$ cat src/hw/rtl/vt4_pkg.sv
// shared types, widths and constants of the 4x4 vertex transform
package vt4_pkg;

  localparam int WORD_BITS     = 32;
  localparam int FRACTION_BITS = 16;
  localparam int DATA_W        = 32;
  localparam int LANES         = 4;
  localparam int NUM_CELLS     = LANES * LANES;
  localparam int NUM_REGS      = NUM_CELLS / 2;
  localparam int REG_W         = 2 * DATA_W;
  localparam int REG_IDX_W     = $clog2(NUM_REGS);
  localparam int CFG_IDX_W     = REG_IDX_W + 1;

  localparam int PROD_W = 2 * WORD_BITS;
  localparam int SHP_W  = PROD_W - FRACTION_BITS;
  localparam int HALF_W = SHP_W + 1;
  localparam int SUM_W  = SHP_W + 2;

  typedef logic [DATA_W-1:0]        word_t;
  typedef logic [REG_W-1:0]         reg_word_t;
  typedef logic signed [SHP_W-1:0]  prod_t;
  typedef logic signed [HALF_W-1:0] half_t;
  typedef logic signed [SUM_W-1:0]  sum_t;

  localparam reg_word_t ONE_LO = reg_word_t'(1) << FRACTION_BITS;
  localparam reg_word_t ONE_HI = ONE_LO << DATA_W;

  // identity matrix, two cells per register
  localparam reg_word_t CFG_RESET [NUM_REGS] = '{
    ONE_LO, '0, ONE_HI, '0, '0, ONE_LO, '0, ONE_HI
  };

  localparam sum_t SAT_HI = sum_t'((64'sd1 <<< (WORD_BITS - 1)) - 64'sd1);
  localparam sum_t SAT_LO = ~SAT_HI;

  typedef struct packed {
    logic signed [DATA_W-1:0] in_x;
    logic signed [DATA_W-1:0] in_y;
    logic signed [DATA_W-1:0] in_z;
    logic signed [DATA_W-1:0] in_w;
  } vec_in_t;

  typedef struct packed {
    logic signed [DATA_W-1:0] out_x;
    logic signed [DATA_W-1:0] out_y;
    logic signed [DATA_W-1:0] out_z;
    logic signed [DATA_W-1:0] out_w;
    logic                     clipped;
  } vec_out_t;

  typedef struct packed {
    logic ld_prod;
    logic ld_half;
  } lane_ctl_t;

endpackage

$ cat src/hw/rtl/vt4_cfg.sv
// matrix register file, two q16.16 cells per 64-bit register
module vt4_cfg import vt4_pkg::*; (
  input  logic                 clk,
  input  logic                 rst_n,
  input  logic                 cfg_valid,
  output logic                 cfg_ready,
  input  logic [CFG_IDX_W-1:0] cfg_index,
  input  logic [REG_W-1:0]     cfg_data,
  output word_t                cells [NUM_CELLS]
);

  reg_word_t cfg_r [NUM_REGS];

  assign cfg_ready = 1'b1;

  always_ff @(posedge clk) begin
    if (!rst_n) begin
      for (int i = 0; i < NUM_REGS; i++) begin
        cfg_r[i] <= CFG_RESET[i];
      end
    end else if (cfg_valid && (cfg_index < CFG_IDX_W'(NUM_REGS))) begin
      cfg_r[cfg_index[REG_IDX_W-1:0]] <= cfg_data;
    end
  end

  // even cell in the low half, odd cell in the high half
  always_comb begin
    for (int k = 0; k < NUM_CELLS; k++) begin
      cells[k] = cfg_r[k / 2][(k % 2) * DATA_W +: DATA_W];
    end
  end

endmodule

$ cat config.mk
export PLATFORM = sky130hd
export DESIGN_NAME = vt4_cfg
export DESIGN_NICKNAME = d
export VERILOG_FILES = /design/src/hw/rtl/vt4_pkg.sv /design/src/hw/rtl/vt4_cfg.sv
export SDC_FILE = /design/constraint.sdc
export NUM_CORES = 1
export LEC_CHECK = 0
export BUFFER_PORTS_ARGS = -buffer_cell sky130_fd_sc_hd__buf_2
export CORE_AREA = 4 4 225 227
export CTS_BUF_LIST = sky130_fd_sc_hd__clkbuf_16
export CTS_CLUSTER_DIAMETER = 100
export DETAILED_ROUTE_END_ITERATION = 10
export DIE_AREA = 0 0 229 231
export MAX_ROUTING_LAYER = met4
export PLACE_DENSITY_LB_ADDON = 0.05
export SLEW_MARGIN = 15
export SYNTH_ARGS = -nofsm -noshare
export SYNTH_HDL_FRONTEND = slang
export SYNTH_SLANG_ARGS = --single-unit
$ cat constraint.sdc
create_clock -name clk -period 7.6 [get_ports clk]
set_clock_uncertainty 0.2 [all_clocks]
set_input_delay 0.76 -clock clk [delete_from_list [all_inputs] [get_ports clk]]
set_output_delay 0.76 -clock clk [all_outputs]
set_load 0.01 [all_outputs]
Word level (Yosys, flattened, before mapping)
Memory sizes are Yosys's and may differ from the RTL's.
Cells that the tools add are included.
{"block": "word_totals", "in_bits": 71, "out_inout_bits": 513, "latchBits": 0, "ram_bits": 512, "romBits": 0, "reg_bits": 0, "mem_count": 1, "word_cells": 11}
{"memory": "cfg_r", "depth": 8, "word_bits": 64, "read_ports": 8, "rd_ports_with_merged_regs": 0, "write_ports": 8, "line_no": "vt4_cfg.sv:12", "rtl": "reg_word_t cfg_r [NUM_REGS];"}
{"block": "op_classes", "eq_ne": 0, "magnitude_cmp": 1, "mul": 0, "n_mux": 7, "div_mod_pow": 0, "n_addsub": 0, "n_bitwise": 0, "n_shift": 0, "reduce_logical": 2}
{"operator": "64-bit two-way mux", "n": 1}
{"operator": "64-bit OR reduction", "n": 1}
{"operator": "1-bit two-way mux", "n": 5}
{"operator": "4-bit less-than comparator (second input constant)", "n": 1}
{"operator": "3-bit two-way mux", "n": 1}
{"operator": "1-bit logical AND", "n": 1}

Longest topological paths before layout
Gate-level depths: netlist (run 1).
{"block": "depth", "word_depth": 7, "depth_mapped": 5, "mapped_depth_nobuf": 2}

Worst setup path after synthesis (run 1)
OpenSTA, ideal clock, no wires.
{"block": "synth_path", "path_type": "input to register", "startpoint": "input cfg_index[0]", "endpoint": "memory cfg_r[2][0] (netlist bit) (enable)", "path_slack_ns": 1.030, "path_buffers": 2, "stages": 4, "arrival_time_ns": 5.795, "required_ns": 6.826, "setup_time_ns": 0.574, "cell_sequence": "or2_1 -> buf_2 -> buf_2 -> o21ai_0"}
{"element": "from (decl)", "line_no": "vt4_cfg.sv:7", "rtl": "input logic [CFG_IDX_W-1:0] cfg_index,"}
{"element": "to (decl)", "line_no": "vt4_cfg.sv:12"}

==> results of run 1 <==
[logic make-up after synthesis]
family | count (synthesis) | share of synthesized area [%]
flops | 512 | 77.9
compound gates | 8 | 0.203
buf+inv | 180 | 3.94
simple gates | 518 | 17.9
other cells | 1 | 0.0190
[synth_stat cells]
cell type	number
conb_1	1
nor3_1	324
nand4b_1	2
clkinv_1	62
o21ai_0	8
inv_1	2
nand4_1	1
nor3_2	184
buf_4	1
edfxtp_1	512
nand4bb_1	1
buf_2	78
or3_1	4
buf_1	1
or2_1	1
clkbuf_1	36
nand2b_1	1
[worst min path at each step]
stage                 start                          to  slack (ns)  depth (start not counted)
2_1_floorplan  cfg_data[16]  cfg_r[0][16]$_SDFFCE_PN1P_        0.74                          1
3_3_place_gp   cfg_data[48]  cfg_r[2][48]$_SDFFCE_PN1P_        0.88                          2
3_5_place_dp   cfg_data[48]  cfg_r[2][48]$_SDFFCE_PN1P_        0.87                          2
4_1_cts        cfg_data[48]  cfg_r[2][48]$_SDFFCE_PN1P_        0.23                          2
5_1_grt        cfg_data[48]  cfg_r[7][48]$_SDFFCE_PN1P_        0.25                          2
6_report       cfg_data[48]  cfg_r[2][48]$_SDFFCE_PN1P_        0.27                          2
[power by group through the flow]
| stage | clock (mW) | combinational [mW] | sequential (mW) |
|---|---|---|---|
| 2_1_floorplan | 0 | 0.164 | 3.48 |
| 3_3_place_gp | 0 | 0.581 | 3.38 |
| 3_5_place_dp | 0 | 0.581 | 3.38 |
| 4_1_cts | 2.49 | 0.582 | 3.32 |
| 5_1_grt | 2.61 | 0.605 | 3.33 |
| 6_report | 2.45 | 0.571 | 3.32 |
[stage by stage]
step / hold slack (ns) / setup slack, ns
after global placement: 0.880 / 3.39
final: 0.272 / 3.94
after CTS: 0.230 / 3.93
after detailed placement: 0.873 / 3.31
after global routing: 0.250 / 3.75
after floorplan: 0.739 / 1.03
[area by class of cell]
type	instances	area, um^2
inverter	64	240
timing repair buffer	606	3130
clock buffer	55	1380
tap	622	778
sequential	512	15400
multi-input combinational	527	3700
fill	4301	23800
clock inverter	40	218
[layer usage]
layer	share of wire, %	up-vias	GRT usage (%)
met4	3.1	0	7.38
met3	8.9	94	7.74
met1	40	6606	31.6
li1	-	5695	-
met5	0	-	-
met2	48	551	38.4
==> metrics.cfg, run 1 <==
[die]
coreArea_um2=48600
start_util_pct=40.6
die_area_um2=52900
die_h_um=231
dieWidth_um=229
fp-row-count=81
ios=584

[drt]
routed_wl_um=65800
viasPerCell=5.34
ant_nets=0
drt_iter0_markers=1102
drc=0
wl_per_cell_um=27.1
dr_total_vias=12900
dr.pass1.iters=5

[power_and_ir_drop]
total_power_mw=6.34
intPower_mw=4.77
seqPwrFrac_pct=52.4
combPwrFrac_pct=9.0
switching_power_mw=1.57
swShare_pct=24.7
leakage_nw=8.67
p_clk_share_pct=38.6
powerDensity_nw_per_um2=255
peakVddDrop_mv=0.142

[clocking]
cts_tree=done
cts_htree_levels=2
numCtsBuffers=53
post_cts_buffers=0
clk_pin_slew_ns=0.06
postCtsHoldBufs=0
cts_max_path_buffers=3
cts.sinks=512
cts_root_buffer=clkbuf_16
ctsResizeCount=0

[layout]
final_nets=1835
syn2layout_area_growth_pct=25.8
fin_cells=2426
fin_area_um2=24800
largest-register=cfg_r
diodes=0
fin_util_pct=51.0
final_cell_mix=buf_2, edfxtp_1, nor3_1
layout-drive-gt1-share_pct=48.1
reg.largest.list=cfg_r x512
final_common_cell=buf_2
largest_reg_flops=512

[timing]
final.min_clock_period_ns=3.66
clock.fmax_ghz=0.273
slew_headroom_pct=21.8
finalSetupViolCount=0
period_share_pct=48.2
worst_pin_slew_ns=1.17
hold_viol_final=0
rsz0062_at_grt=false
setup-tns-final_ns=0
drv_slew=0

[synth]
synth.ff_latch_count=512
yosysTopAreaCell=edfxtp_1
syn_area_um2=19700
syn_area_per_cell_um2=16.2
syn_inst=1219
synth.top_cell.area_share_pct=77.9
synthTopCellsByArea=edfxtp_1, nor3_2, nor3_1
synth_cell_types=17
seq_area_frac_synth_pct=77.9
yosysWarnings=0
syn-num-nets=1290

[placed_design]
dp_cells=2330
portBuffers=582
dp_hpwl_um=41700
placed_area_um2=23200
routabilityCongestion=0.806

[critical_path]
cp-end-kind=flip-flop
critPathMaxStageDelay_ns=0.99
crit_fanout=45
critPathTopFamily=buffers and inverters
worstPathCellList=buf_2, nand4bb_4, o21ai_4, buf_4
cp_num_buf_inv=2
setup.worst_path.end=cfg_r[0][6]$_SDFFCE_PN0P_
startpoint=rst_n
cp_data_arrival_time_ns=3.68
critPathRequiredTime_ns=7.61
start_kind=input port
worstSetupPathDepth=4
worstSetupPathType=input port to flip-flop
slowest_stage=o21ai_4

[global_route]
grt_start_max_net_pins=130
gr-total-overflow=0
grt_first_pass_wirelength_um=94400
grt_pass1_vias=13000
grt_usage_pct=24.8
antenna_found_initial=0

[job]
maxCapViolations=0

[status]
status=finished, final reports clean

[worst_hold_path]
hold_path.class=input port to flip-flop

Note: power is estimated with default switching activity, not from simulation.
==> run 2: changes to the inputs <==
Clock period 7.6 ns to 3.4 ns, I/O delays scaled along.
==> run 2 against run 1 <==
Routed wire length shrank 1.8%. Utilization grew 0.51 points. Critical path depth is the same. Sequential cell count is the same. Worst setup slack lost 2.5 ns. Combinational power grew 130%. Critical endpoint is now cfg_r[5][48]$_SDFFCE_PN0P_. Die area is the same. Non-clock buffer count grew 10. Sequential power grew 120%. First-iteration DRC count shrank 13%. Clock power grew 130%. Final area grew 1.0%.
==> metrics.cfg, run 2 (synthesis gave the netlist of run 1 again) <==
[timing]
period_share_pct=58.1
clock.fmax_ghz=0.506
hold_viol_final=0
worst_hold_slack_ns=0.0390
worst_slack_ns=1.42
rsz0062_at_grt=false
finalSetupViolCount=0
setup-tns-final_ns=0
final.min_clock_period_ns=1.98
drv_slew=0
slew_headroom_pct=38.0
worst_pin_slew_ns=0.930

[critical_path]
worstPathCellList=buf_2, nand4b_1, o21ai_4, buf_4
cp-end-kind=flip-flop
worstSetupPathType=input port to flip-flop
critPathMaxStageDelay_ns=0.46
start_kind=input port
slowest_stage=nand4b_1
cp_data_arrival_time_ns=2.00
critPathRequiredTime_ns=3.43
crit_fanout=33

[layout]
largest_reg_flops=512
syn2layout_area_growth_pct=27.0
final_common_cell=buf_2
largest-register=cfg_r
final_cell_mix=buf_2, edfxtp_1, nor3_1
reg.largest.list=cfg_r x512
final_nets=1846
layout-drive-gt1-share_pct=48.4
fin_area_um2=25100
fin_util_pct=51.5
fin_cells=2434
diodes=0

[global_route]
grt_start_max_net_pins=129
gr-total-overflow=0
grt_usage_pct=24.3
grt_first_pass_wirelength_um=92600
grt_pass1_vias=12900
antenna_found_initial=0

[clocking]
cts_tree=done
cts.sinks=512
cts_root_buffer=clkbuf_16
ctsResizeCount=0
clk_pin_slew_ns=0.06
post_cts_buffers=0
postCtsHoldBufs=2
numCtsBuffers=54
cts_htree_levels=2
cts_max_path_buffers=3

[drt]
dr.pass1.iters=5
drt_iter0_markers=956
routed_wl_um=64700
viasPerCell=5.30
drc=0
ant_nets=0
wl_per_cell_um=26.6
dr_total_vias=12900

[power_and_ir_drop]
leakage_nw=8.79
powerDensity_nw_per_um2=570
total_power_mw=14.3
swShare_pct=24.2
combPwrFrac_pct=9.1
seqPwrFrac_pct=51.9
peakVddDrop_mv=0.406
intPower_mw=10.8
p_clk_share_pct=39.1
switching_power_mw=3.45

[placed_design]
dp_cells=2339
dp_hpwl_um=41700
placed_area_um2=23400
pre_cts_ws_ns=0.818
routabilityCongestion=0.800
portBuffers=582

[worst_hold_path]
min_path_cells=3
hold_start=cfg_data[0]
hold_end=cfg_r[2][0]$_SDFFCE_PN0P_
hold_path.class=input port to flip-flop

[die]
die_area_um2=52900
die_h_um=231
dieWidth_um=229
ios=584
fp-row-count=81
coreArea_um2=48600
start_util_pct=40.6

[job]
maxCapViolations=0

[status]
status=finished, final reports clean

[run 2: worst max-delay path by stage]
stage            startpoint                    endpoint  slack, ns
4_1_cts               rst_n   cfg_r[5][3]$_SDFFCE_PN0P_       1.45
2_1_floorplan  cfg_index[0]   cfg_r[0][0]$_SDFFCE_PN0P_      -1.02
3_5_place_dp          rst_n  cfg_r[5][58]$_SDFFCE_PN0P_       0.82
3_3_place_gp          rst_n  cfg_r[5][57]$_SDFFCE_PN0P_       0.85
6_report              rst_n  cfg_r[5][48]$_SDFFCE_PN0P_       1.42
5_1_grt               rst_n   cfg_r[5][3]$_SDFFCE_PN0P_       1.33
[run 2: routing by layer]
layer | up-vias | routed length, um | track usage, %
li1 | 5721 | - | -
met1 | 6510 | 25900 | 30.8
met2 | 562 | 31300 | 38.2
met3 | 98 | 5490 | 7.02
met4 | 0 | 2030 | 7.40
met5 | - | 0 | -
[run 2: power by group through the flow]
stage / Sequential [mW] / Clock, mW / Combinational, mW
3_3_place_gp: 7.54 / 0 / 1.32
2_1_floorplan: 7.77 / 0 / 0.368
4_1_cts: 7.42 / 5.70 / 1.33
5_1_grt: 7.44 / 5.97 / 1.37
3_5_place_dp: 7.55 / 0 / 1.32
6_report: 7.42 / 5.58 / 1.29
[run 2: area by class of cell]
type | instances | area, um^2
clock buffers | 55 | 1380
clock inverters | 38 | 263
fillers | 4269 | 23600
inverters | 64 | 240
multi-input cells | 527 | 3700
flip-flops and latches | 512 | 15400
well taps | 622 | 778
repair buffers | 616 | 3340
[run 2: critical path, delay by kind of cell]
family	cells	cell delay, ns
buffers and inverters	2	0.87
and+or+nand+nor	1	0.46
AOI/OAI and AO/OA	1	0.27
