--- src/hw/rtl/vt4_pkg.sv ---
// shared types, widths and constants of the 4x4 vertex transform
package vt4_pkg;

  localparam int WORD_BITS     = 32;
  localparam int FRACTION_BITS = 16;
  localparam int DATA_W        = 32;
  localparam int LANES         = 4;
  localparam int NUM_CELLS     = LANES * LANES;
  localparam int NUM_REGS      = NUM_CELLS / 2;
  localparam int REG_W         = 2 * DATA_W;
  localparam int REG_IDX_W     = $clog2(NUM_REGS);
  localparam int CFG_IDX_W     = REG_IDX_W + 1;

  localparam int PROD_W = 2 * WORD_BITS;
  localparam int SHP_W  = PROD_W - FRACTION_BITS;
  localparam int HALF_W = SHP_W + 1;
  localparam int SUM_W  = SHP_W + 2;

  typedef logic [DATA_W-1:0]        word_t;
  typedef logic [REG_W-1:0]         reg_word_t;
  typedef logic signed [SHP_W-1:0]  prod_t;
  typedef logic signed [HALF_W-1:0] half_t;
  typedef logic signed [SUM_W-1:0]  sum_t;

  localparam reg_word_t ONE_LO = reg_word_t'(1) << FRACTION_BITS;
  localparam reg_word_t ONE_HI = ONE_LO << DATA_W;

  // identity matrix, two cells per register
  localparam reg_word_t CFG_RESET [NUM_REGS] = '{
    ONE_LO, '0, ONE_HI, '0, '0, ONE_LO, '0, ONE_HI
  };

  localparam sum_t SAT_HI = sum_t'((64'sd1 <<< (WORD_BITS - 1)) - 64'sd1);
  localparam sum_t SAT_LO = ~SAT_HI;

  typedef struct packed {
    logic signed [DATA_W-1:0] in_x;
    logic signed [DATA_W-1:0] in_y;
    logic signed [DATA_W-1:0] in_z;
    logic signed [DATA_W-1:0] in_w;
  } vec_in_t;

  typedef struct packed {
    logic signed [DATA_W-1:0] out_x;
    logic signed [DATA_W-1:0] out_y;
    logic signed [DATA_W-1:0] out_z;
    logic signed [DATA_W-1:0] out_w;
    logic                     clipped;
  } vec_out_t;

  typedef struct packed {
    logic ld_prod;
    logic ld_half;
  } lane_ctl_t;

endpackage

--- src/hw/rtl/vt4_merge.sv ---
// final row sums, saturation, clip flag and the output register
module vt4_merge import vt4_pkg::*; (
  input  logic     clk,
  input  logic     ld,
  input  half_t    lane_half [LANES][2],
  output vec_out_t out_data
);

  sum_t                     sum [LANES];
  sum_t                     sat [LANES];
  logic [LANES-1:0]         hit;
  logic signed [DATA_W-1:0] res [LANES];
  vec_out_t                 out_nxt;
  vec_out_t                 out_r;

  always_comb begin
    for (int r = 0; r < LANES; r++) begin
      sum[r] = sum_t'(lane_half[r][0]) + sum_t'(lane_half[r][1]);
      hit[r] = 1'b1;
      if (sum[r] > SAT_HI) begin
        sat[r] = SAT_HI;
      end else if (sum[r] < SAT_LO) begin
        sat[r] = SAT_LO;
      end else begin
        sat[r] = sum[r];
        hit[r] = 1'b0;
      end
      res[r] = DATA_W'($signed(sat[r][WORD_BITS-1:0]));
    end
    out_nxt.out_x   = res[0];
    out_nxt.out_y   = res[1];
    out_nxt.out_z   = res[2];
    out_nxt.out_w   = res[3];
    out_nxt.clipped = |hit;
  end

  always_ff @(posedge clk) begin
    if (ld) begin
      out_r <= out_nxt;
    end
  end

  assign out_data = out_r;

endmodule

--- config.mk ---
export PLATFORM = sky130hd
export DESIGN_NAME = vt4_merge
export DESIGN_NICKNAME = d
export VERILOG_FILES = /design/src/hw/rtl/vt4_pkg.sv /design/src/hw/rtl/vt4_merge.sv
export SDC_FILE = /design/constraint.sdc
export NUM_CORES = 1
export LEC_CHECK = 0
export ABC_AREA = 1
export BUFFER_PORTS_ARGS = -buffer_cell sky130_fd_sc_hd__buf_2
export CAP_MARGIN = 0
export CELL_PAD_IN_SITES_DETAIL_PLACEMENT = 0
export CELL_PAD_IN_SITES_GLOBAL_PLACEMENT = 1
export CORE_MARGIN = 2
export CORE_UTILIZATION = 41
export CTS_CLUSTER_SIZE = 20
export DETAILED_ROUTE_END_ITERATION = 7
export PLACE_DENSITY = 0.95
export SLEW_MARGIN = 20
export SYNTH_ARGS = -nofsm -noshare
export SYNTH_HDL_FRONTEND = slang
export SYNTH_SLANG_ARGS = --single-unit
--- constraint.sdc ---
create_clock -name clk -period 4.1 [get_ports clk]
set_clock_uncertainty 0.15 [all_clocks]
set_input_delay 0.205 -clock clk [delete_from_list [all_inputs] [get_ports clk]]
set_output_delay 0.205 -clock clk [all_outputs]
set_load 0.01 [all_outputs]
# [After elaboration in Yosys (flattened, before gate mapping)]
# Cells that the tools add are included.
[word_totals] inputBits=394 reg_bits=129
[classes] n_reduce_logical=1 mux=12 add_sub_neg=4 magnitude_cmp=8
[op_table] cell="$add A49 B49 Y50" count=4
[op_table] cell="$gt A50 B32 Y1 const B" count=4
[op_table] cell="$lt A50 B32 Y1 const B" count=4
[op_table] cell="$mux W32" count=4
[op_table] cell="$mux W1" count=8
[op_table] cell="$reduce_or A4 Y1" count=1

# [Logic depth before layout (Yosys ltp)]
# Gate-level depths: netlist of the first run.
[depth] ltp_word=5 mapped_depth=23 ltp_nobuf=23

# [Least setup slack after synthesis of the first run]
# No wires, ideal clock.
[synth_path] path_type="input to register" from="input port lane_half[294] (netlist name)" to="register out_r, in the netlist out_data[0], data pin" t_arrival_ns=2.310 t_required_ns=3.696 setup_ns=0.254 stages=21 setup_slack_ns=1.386 cell_sequence="ha_1 -> inv_1 -> fa_1 -> inv_1 -> nand3_1 -> nand3_1 -> nand2_1 -> nand2_1 -> nand2_1 -> nand2_1 -> nand2_1 -> nand3_1 -> nand2_1 -> nand2_1 -> nand2_1 -> nor2_1 -> nand2_1 -> o21bai_4 -> nand2_1 -> nor2_1 -> nand2_1"
[synth_rtl] item="from (decl)" line_no="vt4_merge.sv:5" rtl="input half_t lane_half [LANES][2],"
[synth_rtl] item="to (signal assigned)" line_no="vt4_merge.sv:39" rtl="out_r <= out_nxt;"
[synth_rtl] item="to (decl)" line_no="vt4_merge.sv:14" rtl="vec_out_t out_r;"

# [Worst setup path after layout of the first run]
[layout_path] from="input port lane_half[147] (netlist name)" to="register out_r, in the netlist out_data[55], data pin"
[layout_via] elab_chain_cells=3 word_cells_on_any_way=4 cone_classes="add/sub: 1; order compare: 2; mux: 1"
[layout_lines] item="$add A49 B49 Y50 *" line_no="vt4_merge.sv:18" rtl="sum[r] = sum_t'(lane_half[r][0]) + sum_t'(lane_half[r][1]);"
[layout_lines] item="$lt A50 B32 Y1" line_no="vt4_merge.sv:22" rtl="end else if (sum[r] < SAT_LO) begin"
[layout_lines] item="$mux W32" line_no="vt4_merge.sv:22"
# Every way passes the cells marked *; elsewhere a longest branch is shown, timed or not.
# A chain may end at the register's enable or synchronous reset.

==> run metrics, run 1 <==
status finished, final reports clean; WL final 89390 microns; Largest register FFs 129; Die ar. 56380 sq um; pre-CTS WS 0.3886 ns; Worst path slowest cell inv_2; clock power share ~20%; Core Region between 50000 and 60000 sq um; synthesized area 22340 sq um; most frequent cells in the layout nand2_1, inv_1, buf_2; Worst path most repeated cell nand2_1; die width 237.4 microns; Cells after Synth 3829; Starting Density 41.52%; clk buf depth 2; P per Cell Area 285.2 nW/um^2; Sequential Power Share around 26%; post-synthesis sequential area ratio between 10% and 20%; global route overflow 0; vias in the first global route between 20000 and 25000; CP max FO 30; Comb pwr share a little over half; CP cell instances dlygate4sd3_1 -> buf_2 -> ha_1 -> inv_1 -> fa_1 -> inv_1 -> nand3_1 -> nand3_2 -> nand2_1 -> nand2_1 -> nand2_1 -> nand2_1 -> nand2_1 -> nand3_1 -> nand2_1 -> nand2_1 -> nor2_1 -> nand3b_1 -> nor2_1 -> nand2_1 -> nand2_2 -> inv_2 -> o21ai_2; Sw Pwr 3431 uW; leakage power around 0.015 uW; Tmin final between 3 and 4 ns; RSZ-0062 raised after global routing false; Most used DFF post-synth edfxtp_1; Global Route Usage Sum 31.18%; total number of vias about 26000; row count 85; HPWL Detailed ~79000 microns; YS warnings 0; clock sink total approximately 130; Vias/cell between 5 and 6; Fill cells 5856; DRT iter0 DRCs 2013; Num CTS Buffers 17; Die Y approximately 240 microns; Mapped Nets between 4000 and 5000; Worst-path clk slew about 0.06 ns; DR DRC count 0; period utilisation layout between 90 and 100%; Critical path buffers and inverters 5; kind of critical path input port to register; Avg Cell Area, Syn around 5.8 sq um; Routed Antenna Nets 0; Final Worst Setup Slack ~0.37 ns; detailed-route wire length per cell 17.62 microns; commonest non-fill, non-tap cell in the layout nand2_1; clock tree from TritonCTS done; root buffer cell clkbuf_16; largest net degree at the start of global routing just over 90; Crit. End Element register; nets approximately 5000; Worst Setup SP lane_half[147]; # Max-Cap Violations 0; Worst Path Required around 4.2 ns; Async S/R FF share, synth 0%; switching share of total power between 40 and 50%; # resized after CTS 0; CP Launch Type input port; EDFF count, synth about 130; Area Overhead vs Synth 17.84%; Slew @ Worst Pin 1.006 ns; Yosys cell types 40; total internal power ~4100 uW; Yosys reg bits between 100 and 150; count of input and output buffers between 500 and 600; first-pass GRT wire length between 100000 and 150000 microns; initial antenna violation count 6; Final Hold Viols 0; Final Setup Violations 0; CP peak stage delay 0.62 ns; Worst EP arrival 3.80 ns; Slew headroom 32.90%; Final Max Slew Viols 0; routability congestion estimate between 0.9 and 1; I/O pin count 523; Critical Path End out_data[55]; fraction of layout cells with a size suffix above 1 between 10% and 20%; max frequency 268.2 MHz; Tightest Hold Check Type input port to register; H-tree levels 4; delay-heaviest family, CP buffers and inverters; drt first pass iters 5; number of stages on the worst setup path 23; worst vdd ir roughly 330 uV; setup TNS 0 ns
## Yosys cell counts, drive strengths merged (24+ instances only)
master / n / area [sq um]
o21bai: 40 / 311.5
xor2: 53 / 479.2
a21oi: 223 / 1127
nand3: 184 / 970.9
buf: 24 / 259.0
o21ai: 161 / 1144
inv: 684 / 2567
xnor2: 66 / 578.1
nand4: 102 / 644.4
nor2: 378 / 1549
nand2: 1506 / 5743
nor3: 43 / 305.3
edfxtp: 129 / 3874
ha: 196 / 2452
## through the flow
step                      util (%)  hold WS, ns  area, sq um  power (uW)  instances
after floorplan                  -       0.1675        22340        4539       3829
after global placement       47.80       0.4639        25720        5925       5036
after detailed placement     47.80       0.4641        25720        5945       5036
after CTS                    48.91     0.005182        26320        7503       5071
after global routing         48.92      0.02586        26330        7986       5073
final                        48.93      0.03272        26330        7510       5074
## kinds of logic (layout without fill, tap and decap cells)
family	after synthesis	in the layout	share of synthesized area (%)
other	0	3	0
buffers and inverters	708	1254	12.65
DFF	129	129	17.34
adders and majority gates	200	200	11.33
and+or+nand+nor	2238	2238	42.03
AOI/OAI and AO/OA	435	435	11.91
xor gates and xnor gates	119	119	4.732
## power by group through the flow
stage | sequential, uW | clock [uW] | combinational (uW)
final | 1940 | 1530 | 4040
after floorplan | 2030 | 0 | 2510
after CTS | 1940 | 1560 | 4000
after global routing | 1950 | 1600 | 4440
after global placement | 1960 | 0 | 3960
after detailed placement | 1960 | 0 | 3980
## worst min path at each step
stage | slack [ns] | cells after the start | to | startpoint
after floorplan | 0.17 | 0 | out_data[0] | ld
after CTS | 0.005 | 4 | out_data[33] | lane_half[98]
final | 0.03 | 4 | out_data[33] | lane_half[98]
after detailed placement | 0.46 | 1 | out_data[127] | out_data[127]
after global routing | 0.03 | 4 | out_data[33] | lane_half[98]
after global placement | 0.46 | 1 | out_data[51] | out_data[51]
## metal layers
layer	track usage [%]	up-vias	wire, microns
li1	-	13180	-
met1	41.26	11840	40090
met2	52.12	965	40850
met3	2.961	156	5053
met4	12.77	4	3368
met5	0	-	23
## worst min-delay path, stage by stage
cell     delay, ns
buf_2         0.08
ha_1          0.17
nand2_1       0.06
nand2_1       0.05
## final cells by class
cell class                      count  area, sq um  share of cell area, %
Timing Repair Buffer              538         2796                  10.62
Sequential cell                   129         3874                  14.71
Inverter                          684         2567                  9.751
Multi-Input combinational cell   2992        15640                  59.41
Clock inverter                     14        141.4                 0.5370
Clock buffer                       18        429.2                  1.630
Tap cell                          696        870.8                  3.308
Antenna cell                        3        7.507                0.02851
## what timing repair did
| action | 4_1_cts | 5_1_grt |
|---|---|---|
| hold endpoints to repair | 2 | 0 |
| setup buffers | 0 | 0 |
| hold buffers | 3 | 0 |
Note: power is estimated with default switching activity, not from simulation.
==> inputs of run 2 (changes only) <==
--- a/config.mk
+++ b/config.mk
@@ -11,10 +11,10 @@
 export CELL_PAD_IN_SITES_DETAIL_PLACEMENT = 0
 export CELL_PAD_IN_SITES_GLOBAL_PLACEMENT = 1
 export CORE_MARGIN = 2
-export CORE_UTILIZATION = 41
+export CORE_UTILIZATION = 34
 export CTS_CLUSTER_SIZE = 20
 export DETAILED_ROUTE_END_ITERATION = 7
-export PLACE_DENSITY = 0.95
+export PLACE_DENSITY = 0.86
 export SLEW_MARGIN = 20
 export SYNTH_ARGS = -nofsm -noshare
 export SYNTH_HDL_FRONTEND = slang
==> constraint.sdc (replaced) <==
create_clock -name clk -period 3.3 [get_ports clk]
set_clock_uncertainty 0.15 [all_clocks]
set_input_delay 0.165 -clock clk [delete_from_list [all_inputs] [get_ports clk]]
set_output_delay 0.165 -clock clk [all_outputs]
set_load 0.01 [all_outputs]
==> run 2 against run 1 <==
Flip-flop and latch count unchanged. Clock-buffer cell count grew 1. Total power up 29%. First-iteration DRC count increased by 6.5%. Hold slack better by 0.021 ns. Critical path type unchanged. Critical endpoint is now out_data[114]. Largest power group unchanged.
==> run metrics, run 2 (synthesized netlist as in run 1, its figures left out) <==
GRT busiest layer met2; Worst Hold Slack 0.05383 ns (+0.02111 ns); kind of critical path input port to register; period utilisation layout a little over nine tenths; Sw Pwr 4301 uW (+25%); count of input and output buffers 522 (unchanged); total number of vias 26090 (-0.18%); Global Route Usage Sum 26.59% (-4.6 points); fin util 42.39% (-6.5 points); global route overflow 0 (unchanged); total internal power 5381 uW (+32%); status finished, final reports clean; Core Region 64700 sq um (+20%); routability congestion estimate 1.012 (+1.7%); die width 260.3 microns (+9.6%); Num CTS Buffers 17 (unchanged); Slew headroom 64.94% (+32 points); Worst Hold Depth 4 (unchanged); root buffer cell clkbuf_16; Die ar. 67780 sq um (+20%); CP Launch Type input port; Tmin final ~3.2 ns; Slew @ Worst Pin 0.5235 ns (-0.4830 ns); Worst Setup SP lane_half[343]; clock power share 19.9% (-0.5 points); Final Max Slew Viols 0 (unchanged); # Max-Cap Violations 0 (unchanged); HPWL Detailed 82420 microns (+4.7%); Comb pwr share 55.2% (+1.4 points); Final Hold Viols 0 (unchanged); initial antenna violation count 5 (-1); Final Setup Violations 0 (unchanged); leakage power 0.01517 uW (+3.5%); Die Y 260.3 microns (+9.6%); detailed-route wire length per cell 17.51 microns (-0.60%); WL final 93180 microns (+4.2%); fraction of layout cells with a size suffix above 1 19.99% (+1.7 points); worst vdd ir 342.9 uV (+3.3%); row count 93 (+9.4%); Routed Antenna Nets 0 (unchanged); Worst Path Required 3.36 ns (-0.81 ns); I/O pin count 523 (unchanged); M2 GR Usage 46.26% (-5.9 points); most frequent cells in the layout nand2_1, inv_1, buf_2; Tightest Hold Check Type input port to register; largest net degree at the start of global routing 72 (-23%); max frequency 315.4 MHz; clock tree from TritonCTS done; switching share of total power 44.42% (-1.3 points); Worst EP arrival 3.23 ns (-0.57 ns); Largest register FFs 129 (unchanged); DR DRC count 0 (unchanged); first-pass GRT wire length 138800 microns (+1.7%); hold wc startpoint lane_half[245]; DRT iter0 DRCs 2144 (+6.5%); commonest non-fill, non-tap cell in the layout nand2_1; met1 global-route usage 34.09% (-7.2 points); Area Overhead vs Synth 22.75%; nets 5044 (+1.8%); Starting Density 34.53% (-7.0 points); RSZ-0062 raised after global routing true; H-tree levels 4 (unchanged); Vias/cell 4.904 (-4.8%); P per Cell Area 353.0 nW/um^2 (+24%); Sequential Power Share 24.9% (-0.9 points); met3 Use GR 3.273% (+0.31 points); vias in the first global route 24770 (+0.25%); CP max FO 13 (-57%); Crit. End Element register; clk buf depth 2 (unchanged); drt first pass iters 7 (+2); clock sink total 129 (unchanged); Worst-path clk slew 0.06 ns (about the same)
-- run 2: cell types whose count changed in the layout (fill, tap and decap cells not counted), moves of 3 or more --
cell | previous run | this run
nand2_1 | 1472 | 1467
nand2_4 | 1 | 4
clkinvlp_4 | 6 | 2
clkbuf_16 | 17 | 20
clkinv_1 | 1 | 4
buf_12 | 4 | 13
buf_4 | 9 | 82
-- run 2: path summary, 6_finish.rpt --
path                             to  slack, ns
worst max-delay path  out_data[114]       0.13
worst min-delay path   out_data[65]       0.05
-- run 2: final cells by class --
cell class | instances | area, sq um
Fill cell | 7210 | 37270
Multi-Input combinational cell | 2992 | 15700
Sequential cell | 129 | 3874
Timing Repair Buffer | 626 | 3631
Inverter | 684 | 2567
Tap cell | 855 | 1070
Clock buffer | 19 | 432.9
Clock inverter | 13 | 143.9
Antenna cell | 3 | 7.507
-- run 2: through the flow --
stage / setup WS (ns) / area (sq um) / setup TNS, ns / power, uW / std cells
6_report: 0.1293 / 27430 / 0 / 9682 / 5321
3_5_place_dp: 0.03765 / 26600 / 0 / 7643 / 5270
3_3_place_gp: 0.03693 / 26600 / 0 / 7625 / 5270
4_1_cts: 0.07866 / 27220 / 0 / 9612 / 5307
2_1_floorplan: 0.6262 / 22340 / 0 / 5640 / 3829
5_1_grt: -0.04059 / 27420 / -0.4883 / 10340 / 5320
-- run 2: layer usage --
metal | up-vias | share of wire, %
met5 | - | 0.014
li1 | 13330 | -
met3 | 126 | 5.8
met1 | 11760 | 44
met4 | 2 | 2.9
met2 | 877 | 48
-- run 2: power by group through the flow --
stage	registers, uW	logic, uW	clock network [uW]
after floorplan	2530	3110	0
after detailed placement	2450	5200	0
final	2410	5340	1930
after global placement	2450	5170	0
after CTS	2420	5220	1980
after global routing	2430	5880	2030
-- run 2: repair_timing --
item                                    CTS  global route
hold buffers                              5             0
endpoints found under the hold margin    23             0
endpoints found under the setup margin    0            63
buffers inserted                          0             7
resized for setup                         0            16
-- run 2: critical path, stage by stage --
cell and delay [ns]:
dlygate4sd3_1 0.52, buf_2 0.10, ha_1 0.16, inv_1 0.06, fa_2 0.36, inv_1 0.09
nand3_1 0.09, nand3_2 0.11, buf_4 0.11, nand2_1 0.05, nand2_2 0.10, nand2_1 0.07
nand2_2 0.09, nand2_1 0.07, nand2_1 0.07, nand2_1 0.05, nand2_1 0.09, nand3_1 0.08
nor2_1 0.11, nand3_2 0.10, o21bai_4 0.17, buf_4 0.18, clkbuf_16 0.17, nand2_1 0.06
